File: config.mk
export PLATFORM = sky130hd
export DESIGN_NAME = button_tuned_square_drive_core_flat
export DESIGN_NICKNAME = d
export VERILOG_FILES = /design/src/rtl/btsd_pkg.sv /design/src/rtl/btsd_if.sv /design/src/rtl/btsd_debounce.sv /design/src/rtl/btsd_period.sv /design/src/rtl/btsd_timer.sv /design/src/rtl/button_tuned_square_drive_core.sv /design/src/flat_wrapper.sv
export SDC_FILE = /design/constraint.sdc
export NUM_CORES = 1
export LEC_CHECK = 0
export ABC_AREA = 1
export BUFFER_PORTS_ARGS = -buffer_cell sky130_fd_sc_hd__buf_2
export CAP_MARGIN = 15
export CORE_MARGIN = 3
export CORE_UTILIZATION = 30
export CTS_CLUSTER_DIAMETER = 40
export DETAILED_ROUTE_END_ITERATION = 6
export RECOVER_POWER = 25
export SETUP_SLACK_MARGIN = 0.1
export SLEW_MARGIN = 15
export SYNTH_ARGS = -nofsm -noshare
export SYNTH_HDL_FRONTEND = slang
export SYNTH_SLANG_ARGS = --single-unit
File: constraint.sdc
create_clock -name i_clk -period 7.6 [get_ports i_clk]
set_input_delay 0.76 -clock i_clk [delete_from_list [all_inputs] [get_ports i_clk]]
set_output_delay 0.76 -clock i_clk [all_outputs]
set_load 0.1 [all_outputs]
File: src/rtl/btsd_pkg.sv
// Shared types and constants for the button tuned square drive block.
// No dependencies; every other rtl file but btsd_if imports this package.
package btsd_pkg;

    localparam int unsigned START_HALF_PERIOD_DEF = 150;

    localparam int PERIOD_W = 16;
    localparam int STEP_W   = 8;
    localparam int CFG_IDX_W  = 2;
    localparam int CFG_DATA_W = 16;

    // Configuration register indexes
    localparam logic [CFG_IDX_W-1:0] CFG_STEP_SIZE   = 2'd0;
    localparam logic [CFG_IDX_W-1:0] CFG_LOWER_LIMIT = 2'd1;
    localparam logic [CFG_IDX_W-1:0] CFG_UPPER_LIMIT = 2'd2;

    localparam logic [STEP_W-1:0]   STEP_SIZE_RST   = 8'd5;
    localparam logic [PERIOD_W-1:0] LOWER_LIMIT_RST = 16'd25;
    localparam logic [PERIOD_W-1:0] UPPER_LIMIT_RST = 16'd65531;
    localparam logic [PERIOD_W-1:0] PERIOD_MIN      = 16'd1;
    localparam logic [PERIOD_W-1:0] PERIOD_MAX      = 16'hFFFF;

    typedef enum logic [1:0] {
        BTN_RELEASED     = 2'd0,
        BTN_PRESS_PEND   = 2'd1,
        BTN_PRESSED      = 2'd2,
        BTN_RELEASE_PEND = 2'd3
    } t_btn_state;

    typedef struct packed {
        logic press;    // confirmed press on this scan
        logic release_; // confirmed release on this scan
    } t_btn_evt;

    typedef struct packed {
        logic [STEP_W-1:0]   step_size;
        logic [PERIOD_W-1:0] lower_limit;
        logic [PERIOD_W-1:0] upper_limit;
    } t_cfg;

endpackage

File: src/rtl/btsd_if.sv
// Valid/ready channel interfaces for the input tick beat and the result beat.
// Depends on nothing but plain logic types.
interface btsd_in_if;
    logic valid;
    logic ready;
    logic scan_now;
    logic plus_pin;
    logic minus_pin;

    modport source (output valid, scan_now, plus_pin, minus_pin, input ready);
    modport sink   (input valid, scan_now, plus_pin, minus_pin, output ready);
endinterface

interface btsd_out_if;
    logic        valid;
    logic        ready;
    logic        drive_a;
    logic        drive_b;
    logic        led_lit;
    logic [15:0] current_period;

    modport source (output valid, drive_a, drive_b, led_lit, current_period, input ready);
    modport sink   (input valid, drive_a, drive_b, led_lit, current_period, output ready);
endinterface

File: src/rtl/btsd_debounce.sv
// Four-state button debounce: two equal samples in a row confirm a change.
// Depends on btsd_pkg for the state enum and event struct.
module btsd_debounce
    import btsd_pkg::*;
(
    input  logic     i_clk,
    input  logic     i_rst_n,
    input  logic     i_scan,
    input  logic     i_level,
    output t_btn_evt o_evt
);

    t_btn_state r_state;
    t_btn_state n_state;

    always_comb begin
        n_state       = r_state;
        o_evt.press   = 1'b0;
        o_evt.release_ = 1'b0;
        if (!i_level) begin
            case (r_state)
                BTN_RELEASED:     n_state = BTN_PRESS_PEND;
                BTN_RELEASE_PEND: n_state = BTN_PRESSED;
                BTN_PRESS_PEND: begin
                    n_state     = BTN_PRESSED;
                    o_evt.press = i_scan;
                end
                default:          n_state = r_state;
            endcase
        end else begin
            case (r_state)
                BTN_PRESSED:      n_state = BTN_RELEASE_PEND;
                BTN_PRESS_PEND:   n_state = BTN_RELEASED;
                BTN_RELEASE_PEND: begin
                    n_state        = BTN_RELEASED;
                    o_evt.release_ = i_scan;
                end
                default:          n_state = r_state;
            endcase
        end
    end

    always_ff @(posedge i_clk) begin
        if (!i_rst_n) begin
            r_state <= BTN_RELEASED;
        end else if (i_scan) begin
            r_state <= n_state;
        end
    end

endmodule

File: src/rtl/btsd_period.sv
// Half period adjust: plus press shortens, minus press lengthens, saturating.
// Depends on btsd_pkg for widths, limits and the config struct.
module btsd_period
    import btsd_pkg::*;
(
    input  t_cfg                i_cfg,
    input  logic [PERIOD_W-1:0] i_half_period,
    input  logic                i_plus_press,
    input  logic                i_minus_press,
    output logic [PERIOD_W-1:0] o_half_period
);

    logic [PERIOD_W-1:0] step_ext;
    logic                plus_act;
    logic [PERIOD_W-1:0] after_plus;
    logic [PERIOD_W:0]   sum;

    assign step_ext   = {{(PERIOD_W-STEP_W){1'b0}}, i_cfg.step_size};
    assign plus_act   = i_plus_press && (i_half_period > i_cfg.lower_limit);
    assign after_plus = !plus_act ? i_half_period
                      : (i_half_period > step_ext) ? (i_half_period - step_ext)
                                                   : PERIOD_MIN;
    assign sum        = {1'b0, after_plus} + {1'b0, step_ext};

    always_comb begin
        o_half_period = after_plus;
        if (i_minus_press && (after_plus < i_cfg.upper_limit)) begin
            o_half_period = sum[PERIOD_W] ? PERIOD_MAX : sum[PERIOD_W-1:0];
        end
    end

endmodule

File: src/rtl/btsd_timer.sv
// Half period tick counter and drive phase; reloads the active period on wrap.
// Depends on btsd_pkg for widths.
module btsd_timer
    import btsd_pkg::*;
#(
    parameter int unsigned START_HALF_PERIOD = START_HALF_PERIOD_DEF
) (
    input  logic                i_clk,
    input  logic                i_rst_n,
    input  logic                i_adv,
    input  logic [PERIOD_W-1:0] i_half_period,
    output logic                o_phase
);

    logic [PERIOD_W-1:0] r_tick;
    logic [PERIOD_W-1:0] r_active;
    logic                r_phase;
    logic [PERIOD_W-1:0] cnt_inc;
    logic [PERIOD_W-1:0] limit;
    logic                wrap;

    assign limit   = (r_active == '0) ? PERIOD_MIN : r_active;
    assign cnt_inc = r_tick + PERIOD_W'(1);
    assign wrap    = (cnt_inc >= limit) || (cnt_inc == '0);
    assign o_phase = r_phase;

    always_ff @(posedge i_clk) begin
        if (!i_rst_n) begin
            r_tick   <= '0;
            r_active <= PERIOD_W'(START_HALF_PERIOD);
            r_phase  <= 1'b1;
        end else if (i_adv) begin
            if (wrap) begin
                r_tick   <= '0;
                r_active <= i_half_period;
                r_phase  <= ~r_phase;
            end else begin
                r_tick   <= cnt_inc;
            end
        end
    end

endmodule

File: src/rtl/button_tuned_square_drive_core.sv
// Top level of the button tuned square drive block: config registers, period
// and LED state, result register. Depends on btsd_pkg, btsd_if, btsd_debounce,
// btsd_period and btsd_timer.
//
//   channel   dir  handshake        payload
//   i_item    in   valid / ready    scan_now, plus_pin, minus_pin
//   o_result  out  valid / ready    drive_a, drive_b, led_lit, current_period
//   i_cfg_*   in   write enable     index (2 bits), data (16 bits)
//
// Each accepted tick beat updates all non-config state at the accept edge
// and its result beat is valid the next cycle: one beat per cycle unless the
// result stalls. The limit is the single result register, which drains in
// the same cycle it refills. Reset (i_rst_n low, synchronous) restores start
// period, phase high, buttons released, LED lit, config defaults. A stalled
// result holds non-config state, and i_item.ready drops until it is taken.
module button_tuned_square_drive_core
    import btsd_pkg::*;
#(
    parameter int unsigned START_HALF_PERIOD = START_HALF_PERIOD_DEF
) (
    input  logic                  i_clk,
    input  logic                  i_rst_n,
    btsd_in_if.sink               i_item,
    btsd_out_if.source            o_result,
    input  logic                  i_cfg_we,
    input  logic [CFG_IDX_W-1:0]  i_cfg_idx,
    input  logic [CFG_DATA_W-1:0] i_cfg_data
);

    t_cfg                r_cfg;
    logic [PERIOD_W-1:0] r_half_period;
    logic [PERIOD_W-1:0] n_half_period;
    logic                r_led;
    logic                n_led;
    logic                r_out_valid;
    logic                accept;
    logic                scan;
    logic                phase;
    t_btn_evt            plus_evt;
    t_btn_evt            minus_evt;

    // Take a new beat whenever the result slot is empty or draining now.
    assign i_item.ready = !r_out_valid || o_result.ready;
    assign accept       = i_item.valid && i_item.ready;
    assign scan         = accept && i_item.scan_now;

    // Configuration writes; unknown indexes are dropped.
    always_ff @(posedge i_clk) begin
        if (!i_rst_n) begin
            r_cfg.step_size   <= STEP_SIZE_RST;
            r_cfg.lower_limit <= LOWER_LIMIT_RST;
            r_cfg.upper_limit <= UPPER_LIMIT_RST;
        end else if (i_cfg_we) begin
            case (i_cfg_idx)
                CFG_STEP_SIZE:   r_cfg.step_size   <= i_cfg_data[STEP_W-1:0];
                CFG_LOWER_LIMIT: r_cfg.lower_limit <= i_cfg_data;
                CFG_UPPER_LIMIT: r_cfg.upper_limit <= i_cfg_data;
                default:         r_cfg <= r_cfg;
            endcase
        end
    end

    // Timer advances with the period selected before this beat's buttons.
    btsd_timer #(
        .START_HALF_PERIOD(START_HALF_PERIOD)
    ) u_timer (
        .i_clk        (i_clk),
        .i_rst_n      (i_rst_n),
        .i_adv        (accept),
        .i_half_period(r_half_period),
        .o_phase      (phase)
    );

    btsd_debounce u_plus (
        .i_clk  (i_clk),
        .i_rst_n(i_rst_n),
        .i_scan (scan),
        .i_level(i_item.plus_pin),
        .o_evt  (plus_evt)
    );

    btsd_debounce u_minus (
        .i_clk  (i_clk),
        .i_rst_n(i_rst_n),
        .i_scan (scan),
        .i_level(i_item.minus_pin),
        .o_evt  (minus_evt)
    );

    // Plus is applied first, then minus on the adjusted value.
    btsd_period u_period (
        .i_cfg        (r_cfg),
        .i_half_period(r_half_period),
        .i_plus_press (plus_evt.press),
        .i_minus_press(minus_evt.press),
        .o_half_period(n_half_period)
    );

    // LED follows the last confirmed event in scan order: minus wins.
    always_comb begin
        n_led = r_led;
        if (plus_evt.press) begin
            n_led = 1'b0;
        end else if (plus_evt.release_) begin
            n_led = 1'b1;
        end
        if (minus_evt.press) begin
            n_led = 1'b0;
        end else if (minus_evt.release_) begin
            n_led = 1'b1;
        end
    end

    // State registers double as the result payload: they only move on accept,
    // which only happens when the result slot is free.
    always_ff @(posedge i_clk) begin
        if (!i_rst_n) begin
            r_half_period <= PERIOD_W'(START_HALF_PERIOD);
            r_led         <= 1'b1;
            r_out_valid   <= 1'b0;
        end else begin
            if (accept) begin
                r_half_period <= n_half_period;
                r_led         <= n_led;
                r_out_valid   <= 1'b1;
            end else if (o_result.ready) begin
                r_out_valid   <= 1'b0;
            end
        end
    end

    assign o_result.valid          = r_out_valid;
    assign o_result.drive_a        = phase;
    assign o_result.drive_b        = ~phase;
    assign o_result.led_lit        = r_led;
    assign o_result.current_period = r_half_period;

endmodule
File: src/flat_wrapper.sv
// flat-port wrapper written by rule: the top's interface ports become plain ports
module button_tuned_square_drive_core_flat import btsd_pkg::*;
#(
    parameter int unsigned START_HALF_PERIOD = START_HALF_PERIOD_DEF
)
  (i_clk, i_rst_n, i_cfg_we, i_cfg_idx, i_cfg_data, i_item_valid, i_item_scan_now, i_item_plus_pin, i_item_minus_pin, i_item_ready, o_result_valid, o_result_drive_a, o_result_drive_b, o_result_led_lit, o_result_current_period, o_result_ready);
  btsd_in_if i_item_i ();
  btsd_out_if o_result_i ();
  input  logic i_clk;
  input  logic i_rst_n;
  input  logic i_cfg_we;
  input  logic [CFG_IDX_W-1:0] i_cfg_idx;
  input  logic [CFG_DATA_W-1:0] i_cfg_data;
  input wire logic [$bits(i_item_i.valid)-1:0] i_item_valid;
  input wire logic [$bits(i_item_i.scan_now)-1:0] i_item_scan_now;
  input wire logic [$bits(i_item_i.plus_pin)-1:0] i_item_plus_pin;
  input wire logic [$bits(i_item_i.minus_pin)-1:0] i_item_minus_pin;
  output wire logic [$bits(i_item_i.ready)-1:0] i_item_ready;
  output wire logic [$bits(o_result_i.valid)-1:0] o_result_valid;
  output wire logic [$bits(o_result_i.drive_a)-1:0] o_result_drive_a;
  output wire logic [$bits(o_result_i.drive_b)-1:0] o_result_drive_b;
  output wire logic [$bits(o_result_i.led_lit)-1:0] o_result_led_lit;
  output wire logic [$bits(o_result_i.current_period)-1:0] o_result_current_period;
  input wire logic [$bits(o_result_i.ready)-1:0] o_result_ready;
  assign i_item_i.valid = i_item_valid;
  assign i_item_i.scan_now = i_item_scan_now;
  assign i_item_i.plus_pin = i_item_plus_pin;
  assign i_item_i.minus_pin = i_item_minus_pin;
  assign i_item_ready = i_item_i.ready;
  assign o_result_valid = o_result_i.valid;
  assign o_result_drive_a = o_result_i.drive_a;
  assign o_result_drive_b = o_result_i.drive_b;
  assign o_result_led_lit = o_result_i.led_lit;
  assign o_result_current_period = o_result_i.current_period;
  assign o_result_i.ready = o_result_ready;
  button_tuned_square_drive_core #(.START_HALF_PERIOD(START_HALF_PERIOD)) u_core (.i_clk(i_clk), .i_rst_n(i_rst_n), .i_item(i_item_i), .o_result(o_result_i), .i_cfg_we(i_cfg_we), .i_cfg_idx(i_cfg_idx), .i_cfg_data(i_cfg_data));
endmodule
==> results of run 1 <==
[sequential cells by signal, indices dropped and copies added, names as in the netlist]
register                        flops
u_core.u_minus.r_state              2
u_core.r_cfg                       40
u_core.u_plus.r_state               2
u_core.u_timer.r_tick              16
u_core.u_timer.o_phase              1
u_core.o_result.valid               1
u_core.o_result.current_period     16
u_core.o_result.led_lit             1
u_core.u_timer.r_active            16
[stage by stage]
step | hold slack, ns | utilization [%]
global route | 0.490 | 34.7
detailed placement | 0.455 | 33.3
floorplan | 0.430 | -
finish | 0.457 | 34.7
CTS | 0.465 | 34.7
global placement | 0.449 | 33.2
[where the power goes]
part	switching, mW	internal [mW]	total [mW]	leakage [nW]
sequential	0.00821	0.512	0.520	0.773
clock	0.222	0.264	0.486	0.152
combinational	0.123	0.0580	0.181	2.78
[cells in the mapped netlist, drive strengths merged (2+ instances only)]
cell type  count  share of area [%]
fa             2               0.58
nand2        241                 14
nand4         33                3.2
buf           14                1.4
nand3        104                8.0
xor2          17                2.1
xnor2         10                1.3
ha            68                 12
dfxtp         95                 27
inv          151                8.2
o21ai         40                2.9
o211ai        20                2.2
nor4           7               0.85
a211oi         3               0.33
a21oi         95                7.1
nor3          16                1.4
nor2          63                4.3
o22ai          3               0.27
a21o           2               0.22
clkbuf        18               0.98
[cell usage in the layout (no fill, tap or decap), types with 4 or more instances in the layout]
master	synthesis	routed
a21oi_1	93	93
buf_2	3	44
clkbuf_16	0	9
dfxtp_1	95	95
ha_1	68	68
inv_1	138	138
inv_2	13	13
nand2_1	223	223
nand2_2	13	13
nand2_4	5	5
nand3_1	99	99
nand3_2	4	4
nand4_1	32	32
nor2_1	52	52
nor2_2	6	6
nor2_4	4	4
nor3_1	13	12
nor3_2	3	4
nor4_1	6	6
o211ai_1	20	20
o21ai_0	38	38
xnor2_1	10	10
xor2_1	17	17
[metal layers]
layer | track usage (%) | vias to the layer above
met2 | 24.3 | 103
met1 | 21.8 | 2997
li1 | - | 3404
met5 | 0 | -
met3 | 2.76 | 12
met4 | 3.44 | 0
[cell families after synthesis]
logic type / Yosys count
AND/OR/NAND/NOR: 466
buffers and inverters: 184
flip-flops: 95
XOR/XNOR: 27
adder cells (fa/ha/maj): 70
AO/OA/AOI/OAI: 168
[worst max-delay path by stage]
stage                                           start                            endpoint  slack (ns)  cells past startpoint
floorplan           u_core.o_result.current_period[0]  u_core.o_result.current_period[12]        3.20                     26
global placement    u_core.o_result.current_period[0]  u_core.o_result.current_period[12]        3.30                     26
detailed placement  u_core.o_result.current_period[0]  u_core.o_result.current_period[12]        3.21                     26
CTS                 u_core.o_result.current_period[0]  u_core.o_result.current_period[12]        3.17                     26
global route        u_core.o_result.current_period[0]  u_core.o_result.current_period[12]        2.59                     26
finish              u_core.o_result.current_period[0]  u_core.o_result.current_period[12]        3.06                     26
[worst register-to-register path, stage by stage (launching register included)]
cell and delay, ns:
dfxtp_1 0.37, inv_1 0.10, ha_1 0.20, inv_1 0.12
fa_1 0.29, nand3_1 0.09, nand3_1 0.17, nand2_1 0.11
nand2_2 0.10, nand2_2 0.07, nand2_4 0.12, inv_1 0.07
nor2_1 0.13, inv_1 0.12, o21ai_0 0.41, ha_1 0.27
nand2_1 0.06, o21ai_0 0.34, nand4_1 0.15, o211ai_1 0.21
nand3_1 0.13, nor2_1 0.26, nand2_1 0.12, xor2_1 0.16
nand2_1 0.07, nand3_1 0.08, a21oi_1 0.15
[layout make-up]
class                           count  share of cell area, %
Multi-Input combinational cell    731                   55.7
Clock inverter                      7                   1.15
Sequential cell                    95                   24.7
Timing Repair Buffer               51                   3.65
Clock buffer                        9                   2.92
Inverter                          152                   7.40
Tap cell                          280                   4.54
==> impl_metrics.csv, run 1 <==
group,metric,value,unit
die,core,0.0222,mm²
power_and_ir_drop,ir_worst_vdd,0.106,mV
sta,post-route-period-util,59.7,%
grt,grt_pass1_wl,30.8,mm
outcome,violations,"max-capacitance violations, max-slew violations",
grt,grt_max_degree,67,
synth,ys.flop_type,"dfxtp_1",
layout,drive_gt1_share,11.7,%
detailed_routing,routed_wl,18.5,mm
synth,synth_top_family_by_area,"simple AND/OR/NAND/NOR gates",
sta,post-route-min-period,4.54,ns
setup_path,arrival,4.81,ns
worst_hold_path,min_to,"u_core.r_cfg[22]",
sta,finalHoldViolations,0,
synth,synth_fa_ha_area_share,12.9,%
die,die_h,158,µm
sta,maxSlewViolCount,67,
sta,finClkSkew,0.00897,ns
detailed_routing,via_per_inst,4.92,
sta,worst_slew_pin_slew,2.68,ns
clock_tree,cts.sinks,95,
worst_hold_path,hold_path_depth,2,
placement,gp_congestion,0.912,
synth,postSynthCellCount,1010,
detailed_routing,drtPass1Iterations,4,
detailed_routing,drt_iter0_drc,472,
setup_path,required,7.87,ns
layout,finalNonFillerCells,1325,
run,cap_violations,1,
synth,synth-seq-area-share,27.4,%
synth,ys_ff_latch,95,
clock_tree,htreeDepth,3,
placement,place_inst,1309,
layout,fill_cells,2380,
layout,layout.nets,1136,
detailed_routing,route.detailed.drc,0,
clock_tree,clk_latency,0.36,ns
die,dieArea,0.0250,mm²
synth,yosysWarnings,0,
setup_path,path_class,"register to register",
grt,antenna_found_initial,0,
worst_hold_path,hold_class,"register to register",
clock_tree,cts_made_buffers,9,
setup_path,crit_slowest_cell,"o21ai_0",
clock_tree,cts_setup_buffers,0,
sta,fin_setup_tns,0,ns
clock_tree,tritoncts,"done",
sta,worst_slack,3.06,ns
layout,multi_input_area,0.00430,mm²
die,std_cell_rows,54,
die,ios,47,
synth,syn-num-nets,1106,
synth,synthSimpleGateAreaFrac,32.0,%
clock_tree,cts_resized,0,
synth,synth_xor_area_share,3.41,%
clock_tree,clk_pin_slew,0.07,ns
synth,synth_edf_count,0,
detailed_routing,vias,6516,
power_and_ir_drop,p_leak,3.70,nW
sta,setup_violations,0,
grt,grtUsageTotal,15.3,%
power_and_ir_drop,total_power,1.19,mW
setup_path,r2r_cells,26,
grt,grt_pass1_vias,5973,
layout,regArea,0.00190,mm²
setup_path,path_delay_family,"simple AND/OR/NAND/NOR gates",
setup_path,path_max_fanout,9,
grt,overflow,0,
synth,synth_compound_area_share,13.6,%
clock_tree,cts-root-buf,"clkbuf_16",
outcome,outcome,"finished, violations left",
setup_path,r2r_slack,3.06,ns
detailed_routing,met1_length,9.23,mm
layout,final_area,0.00771,mm²
sta,max_slew_margin,-78.4,%
synth,avgSynthCellArea,6.86,µm²
layout,syn_to_final_growth,11.3,%
clock_tree,cts_buffer_depth,2,
die,start_util,31.2,%
detailed_routing,met3WireLength,655,µm
setup_path,r2r-end,"u_core.o_result.current_period[12]",
worst_hold_path,min_from,"u_core.r_cfg[22]",
die,chipWidth,158,µm
synth,async_flop_share,0,%
detailed_routing,highest_layer,"met4",
setup_path,cp-start-kind,"register",
placement,placed_area,0.00741,mm²
detailed_routing,wl_per_cell,13.9,µm
setup_path,end_kind,"register",
detailed_routing,routed-wl-met2,8.40,mm
placement,numPortBuffers,46,
setup_path,timing.rr.start,"u_core.o_result.current_period[0]",
synth,synth_cell_types,45,
detailed_routing,detail-route-antenna-nets,0,
placement,dp_hpwl,14.1,mm
setup_path,cpPeakStageDelay,0.41,ns
synth,mappedNetlistArea,0.00693,mm²
placement,preCtsSetupSlack,3.21,ns
power_and_ir_drop,power.density,154,mW/mm²
sta,rsz0062_at_grt,"false",
clock_tree,hold_buffers,0,
layout,antenna_cells,0,
sta,max_freq,0.220,GHz
setup_path,crit_buf_inv,4,
synth,synth_mux_area_share,0,%
Note: power is estimated with default switching activity, not from simulation.
==> run 2, diff against run 1 <==
==> constraint.sdc (replaced) <==
create_clock -name i_clk -period 4.45 [get_ports i_clk]
set_input_delay 0.445 -clock i_clk [delete_from_list [all_inputs] [get_ports i_clk]]
set_output_delay 0.445 -clock i_clk [all_outputs]
set_load 0.1 [all_outputs]
==> run 2 against run 1 <==
  * The run still ends with max-capacitance violations, max-slew violations left
  * Via count increased by 1.6%
  * Final cell count rose by 0.68%
  * Combinational power grew 73%
  * Critical path depth down 1
  * Non-clock buffer count increased by 9
  * Sequential power is 71% higher
  * Global-route usage is 0.25 points higher
  * Clock skew increased by 0.0026 ns
  * Fmax grew 14%
  * First-iteration DRC count fell by 29%
  * Critical path type unchanged
  * Worst hold slack got worse by 0.15 ns
  * Highest routed layer unchanged
  * Register-to-register slack lost 2.6 ns
==> impl_metrics.csv, run 2 (synthesis gave the netlist of run 1 again) <==
group,metric,value,unit
outcome,outcome,"finished, violations left",
outcome,violations,"max-capacitance violations, max-slew violations",
sta,post-route-min-period,3.98,ns
layout,final_cell_mix,"nand2_1 (223), inv_1 (136), nand3_1 (98), dfxtp_1 (94), a21oi_1 (93)",
detailed_routing,drtPass1Iterations,5,
layout,final_area,0.00783,mm²
setup_path,crit_slowest_cell,"fa_1",
setup_path,end_kind,"register",
die,core,0.0222,mm²
die,dieArea,0.0250,mm²
layout,multi_input_area,0.00439,mm²
detailed_routing,route.detailed.drc,0,
die,std_cell_rows,54,
detailed_routing,detail-route-antenna-nets,0,
setup_path,arrival,4.26,ns
clock_tree,tritoncts,"done",
grt,grt_pass1_vias,6359,
setup_path,cp-start-kind,"register",
placement,numPortBuffers,46,
sta,finalHoldViolations,0,
detailed_routing,via_per_inst,4.96,
grt,antenna_found_initial,0,
clock_tree,cts_setup_buffers,0,
grt,grtUsageTotal,15.6,%
sta,worst_slew_pin_slew,2.67,ns
grt,grt_pass1_wl,31.6,mm
die,die_h,158,µm
layout,syn_to_final_growth,13.1,%
clock_tree,clk_pin_slew,0.08,ns
layout,regArea,0.00190,mm²
setup_path,path_delay_family,"simple AND/OR/NAND/NOR gates",
detailed_routing,drt_iter0_drc,335,
sta,fin_setup_tns,0,ns
sta,max_slew_margin,-77.7,%
clock_tree,cts_made_buffers,9,
setup_path,required,4.74,ns
detailed_routing,vias,6620,
clock_tree,cts-root-buf,"clkbuf_16",
setup_path,cpPeakStageDelay,0.40,ns
die,chipWidth,158,µm
sta,post-route-period-util,89.4,%
sta,finClkSkew,0.0115,ns
setup_path,crit_path_frequent_cell,"nand3_1",
placement,dp_hpwl,14.1,mm
sta,maxSlewViolCount,66,
layout,antenna_cells,0,
layout,top_register,"u_core.r_cfg",
run,cap_violations,1,
sta,max_freq,0.251,GHz
sta,setup_violations,0,
layout,final_util,35.2,%
die,ios,47,
setup_path,path_max_fanout,4,
power_and_ir_drop,p_leak,3.75,nW
detailed_routing,routed_wl,18.6,mm
placement,gp_congestion,0.972,
setup_path,crit_buf_inv,3,
clock_tree,cts.sinks,95,
die,start_util,31.2,%
clock_tree,clk_latency,0.36,ns
placement,placed_area,0.00746,mm²
worst_hold_path,hold_class,"primary input to register",
grt,grt_max_degree,66,
layout,final_common_cell,"nand2_1",
power_and_ir_drop,power.density,254,mW/mm²
layout,fill_cells,2423,
clock_tree,hold_buffers,0,
layout,drive_gt1_share,13.9,%
power_and_ir_drop,ir_worst_vdd,0.166,mV
layout,largest_reg_flops,40,
layout,layout.nets,1145,
clock_tree,cts_buffer_depth,2,
grt,overflow,0,
setup_path,path_class,"register to register",
sta,rsz0062_at_grt,"false",
clock_tree,htreeDepth,3,
detailed_routing,wl_per_cell,14.0,µm
## run 2: cell types whose count changed in the layout (fill, tap and decap cells not counted), moves of 2 or more
cell,before,now
o21ai_0,38,34
o22ai_1,3,0
o22ai_2,0,2
o21ai_1,2,4
nor2_1,52,50
inv_1,138,136
nor2_2,6,8
ha_4,0,2
buf_4,3,12
inv_2,13,15
ha_1,68,66
## run 2: worst paths after layout
path         slack (ns)                              start                                 end  depth (start not counted)
min                0.31                     i_cfg_data[13]                    u_core.r_cfg[13]                          3
max reg2reg        0.47  u_core.o_result.current_period[0]  u_core.o_result.current_period[14]                         25
min reg2reg        0.46                   u_core.r_cfg[26]                    u_core.r_cfg[26]                          2
max                0.47  u_core.o_result.current_period[0]  u_core.o_result.current_period[14]                         25
## run 2: what timing repair did
action,CTS,global route
endpoints found under the hold margin,0,0
setup endpoints to repair,0,16
gates resized for setup,0,20
## run 2: worst reg2reg max path, stage by stage (launching register included)
cell	delay (ns)
dfxtp_2	0.33
inv_1	0.10
ha_1	0.15
inv_1	0.08
fa_2	0.39
nand3_1	0.09
nand3_1	0.12
nand2_1	0.12
nand3_1	0.09
nand3_1	0.09
nand3_1	0.13
nand2_1	0.12
ha_1	0.18
inv_1	0.06
fa_1	0.40
o21ai_1	0.31
nand4_1	0.14
o211ai_1	0.20
nand3_1	0.14
nor2_2	0.18
nand3_1	0.09
nand2_1	0.06
nand2_1	0.05
nand2_1	0.06
nand3_1	0.09
a21oi_1	0.15
## run 2: final cells by class
class,count,share of cell area [%]
multi-input combinational,731,56.0
sequential,95,24.3
inverter,152,7.28
tap,280,4.47
timing repair buffer,60,4.17
clock buffer,10,3.05
clock inverter,6,0.735
## run 2: stage by stage
step	hold WS [ns]	power [mW]	instances	setup WS (ns)
after floorplan	0.430	1.13	1010	0.277
after global placement	0.455	1.21	1318	0.276
after detailed placement	0.462	1.21	1318	0.142
after CTS	0.294	2.01	1334	0.120
after global routing	0.312	2.09	1334	0.0820
final	0.310	1.99	1334	0.472
## run 2: per-layer routing
layer	GRT usage (%)	vias up	wire, µm	part of all wire, %
met4	4.26	0	321	1.7
met2	25.3	137	8440	45
met5	0	-	0	0
met3	2.93	24	709	3.8
li1	-	3428	-	-
met1	21.3	3031	9140	49
## run 2: report_power, final
group	total, mW	switching, mW	internal, mW	leakage (nW)
registers	0.888	0.0131	0.875	0.773
clock network	0.788	0.379	0.409	0.147
logic	0.314	0.214	0.100	2.83
total	1.99	0.607	1.38	3.75
==> run 3, diff against run 2 <==
--- a/config.mk
+++ b/config.mk
@@ -8,7 +8,6 @@
 export ABC_AREA = 1
 export BUFFER_PORTS_ARGS = -buffer_cell sky130_fd_sc_hd__buf_2
 export CAP_MARGIN = 15
-export CORE_MARGIN = 3
 export CORE_UTILIZATION = 30
 export CTS_CLUSTER_DIAMETER = 40
 export DETAILED_ROUTE_END_ITERATION = 6
==> run 3 against run 2 <==
  * Via count is 0.79% lower
  * Critical endpoint is now u_core.o_result.current_period[15]
  * Clock skew fell by 0.00096 ns
  * Critical path type unchanged
  * Sequential share of layout area about the same
  * Die area shrank 5.0%
  * Global-route usage increased by 0.80 points
  * Sequential power hardly changed
  * The flow still finishes with violations (max-capacitance violations, max-slew violations)
==> impl_metrics.csv, run 3 (synthesis gave the netlist of run 1 again) <==
group,metric,value,unit
outcome,outcome,"finished, violations left",
outcome,violations,"max-capacitance violations, max-slew violations",
setup_path,crit_slowest_cell,"fa_2",
clock_tree,hold_buffers,0,
grt,overflow,0,
setup_path,crit_buf_inv,5,
power_and_ir_drop,power.density,261,mW/mm²
worst_hold_path,min_to,"u_core.r_cfg[10]",
die,start_util,30.6,%
die,dieArea,0.0237,mm²
detailed_routing,drt_iter0_drc,308,
setup_path,r2r-end,"u_core.o_result.current_period[15]",
layout,final_area,0.00782,mm²
grt,grtUsageTotal,16.4,%
sta,fin_setup_tns,0,ns
layout,antenna_cells,0,
layout,fill_cells,2443,
power_and_ir_drop,clkPwrFrac,41.4,%
layout,largest_reg_flops,40,
layout,final_cell_mix,"nand2_1 (223), inv_1 (137), nand3_1 (98), dfxtp_1 (94), a21oi_1 (93)",
sta,worst_slew_pin_slew,1.67,ns
setup_path,path_delay_family,"simple AND/OR/NAND/NOR gates",
clock_tree,cts_resized,0,
setup_path,r2r_cells,27,
layout,layout.nets,1145,
die,std_cell_rows,55,
placement,placed_area,0.00746,mm²
power_and_ir_drop,power.switching,0.614,mW
detailed_routing,routed_wl,18.6,mm
setup_path,path_max_fanout,9,
detailed_routing,vias,6568,
run,cap_violations,1,
power_and_ir_drop,ir_worst_vdd,0.248,mV
layout,top_register,"u_core.r_cfg",
power_and_ir_drop,seqPwrFrac,43.4,%
setup_path,cp-start-kind,"register",
worst_hold_path,hold_path_depth,3,
layout,syn_to_final_growth,12.9,%
die,die_h,154,µm
detailed_routing,wl_per_cell,13.9,µm
sta,max_freq,0.251,GHz
clock_tree,tritoncts,"done",
placement,numPortBuffers,46,
detailed_routing,drtPass1Iterations,4,
grt,antenna_found_initial,0,
grt,grt_max_degree,47,
setup_path,path_class,"register to register",
detailed_routing,route.detailed.drc,0,
sta,post-route-period-util,89.5,%
worst_hold_path,hold_class,"primary input to register",
power_and_ir_drop,combinationalPowerShare,15.1,%
sta,finalHoldViolations,0,
clock_tree,cts_buffer_depth,2,
setup_path,required,4.65,ns
clock_tree,clk_latency,0.36,ns
clock_tree,cts.sinks,95,
power_and_ir_drop,power_switching_share,30.1,%
setup_path,cpPeakStageDelay,0.39,ns
clock_tree,htreeDepth,3,
clock_tree,cts-root-buf,"clkbuf_16",
detailed_routing,via_per_inst,4.91,
die,chipWidth,154,µm
placement,dp_hpwl,14.1,mm
sta,post-route-min-period,3.98,ns
layout,final_common_cell,"nand2_1",
placement,gp_congestion,0.930,
layout,final_util,34.5,%
clock_tree,clk_pin_slew,0.08,ns
sta,hold_ws,0.301,ns
setup_path,end_kind,"register",
clock_tree,cts_setup_buffers,0,
sta,rsz0062_at_grt,"false",
power_and_ir_drop,p_leak,3.76,nW
grt,grt_pass1_vias,6228,
sta,max_slew_margin,-11.5,%
power_and_ir_drop,intPower,1.43,mW
worst_hold_path,min_from,"i_cfg_data[10]",
detailed_routing,detail-route-antenna-nets,0,
sta,setup_violations,0,
sta,maxSlewViolCount,39,
grt,grt_pass1_wl,31.2,mm
layout,drive_gt1_share,13.5,%
setup_path,arrival,4.18,ns
setup_path,timing.rr.start,"u_core.o_result.current_period[0]",
setup_path,r2r_slack,0.47,ns
die,ios,47,
clock_tree,cts_made_buffers,9,
die,core,0.0226,mm²
sta,finClkSkew,0.0106,ns
setup_path,crit_path_frequent_cell,"nand3_1",
power_and_ir_drop,total_power,2.04,mW
## run 3: changes by cell type in the layout (fill, tap and decap cells not counted), sizes merged
cell,change
inv,+1
buf,-1
bufinv,+1
clkinv,-1
## run 3: worst max path at each step
stage / startpoint / end / slack [ns] / cells past startpoint
global route: u_core.o_result.current_period[0] / u_core.o_result.current_period[11] / 0.09 / 28
detailed placement: u_core.o_result.current_period[0] / u_core.o_result.current_period[12] / 0.14 / 26
CTS: u_core.o_result.current_period[0] / u_core.o_result.current_period[12] / 0.14 / 26
global placement: u_core.o_result.current_period[0] / u_core.o_result.current_period[12] / 0.28 / 26
finish: u_core.o_result.current_period[0] / u_core.o_result.current_period[15] / 0.47 / 27
floorplan: u_core.o_result.current_period[7] / u_core.o_result.current_period[12] / 0.28 / 23
## run 3: layout make-up
cell class	instances	area (µm²)	area share, %
inverters	152	571	7.30
multi-input cells	731	4340	55.6
well taps	285	357	4.56
clock inverters	7	95.1	1.22
flip-flops and latches	95	1900	24.3
clock buffers	9	225	2.88
repair buffers	60	325	4.16
## run 3: worst min-delay path: stages
cell and delay (ns):
buf_2 0.08, nand2_1 0.04, o211ai_1 0.06
## run 3: through the flow
step	worst slack, ns	cells
5_1_grt	0.0886	1339
4_1_cts	0.136	1339
3_5_place_dp	0.144	1323
6_report	0.467	1339
3_3_place_gp	0.281	1323
2_1_floorplan	0.277	1010
## run 3: layer usage
| layer | vias up | global-route usage, % | wire length (µm) |
|---|---|---|---|
| met4 | 0 | 4.62 | 295 |
| li1 | 3419 | - | - |
| met5 | - | 0 | 0 |
| met2 | 131 | 27.0 | 8420 |
| met3 | 15 | 3.10 | 837 |
| met1 | 3003 | 21.7 | 9010 |
## run 3: power groups by stage
| stage | logic (mW) | clock network [mW] | registers, mW |
|---|---|---|---|
| after floorplan | 0.209 | 0 | 0.922 |
| after global placement | 0.303 | 0 | 0.907 |
| after detailed placement | 0.304 | 0 | 0.907 |
| after CTS | 0.306 | 0.868 | 0.887 |
| after global routing | 0.351 | 0.909 | 0.890 |
| final | 0.309 | 0.846 | 0.887 |
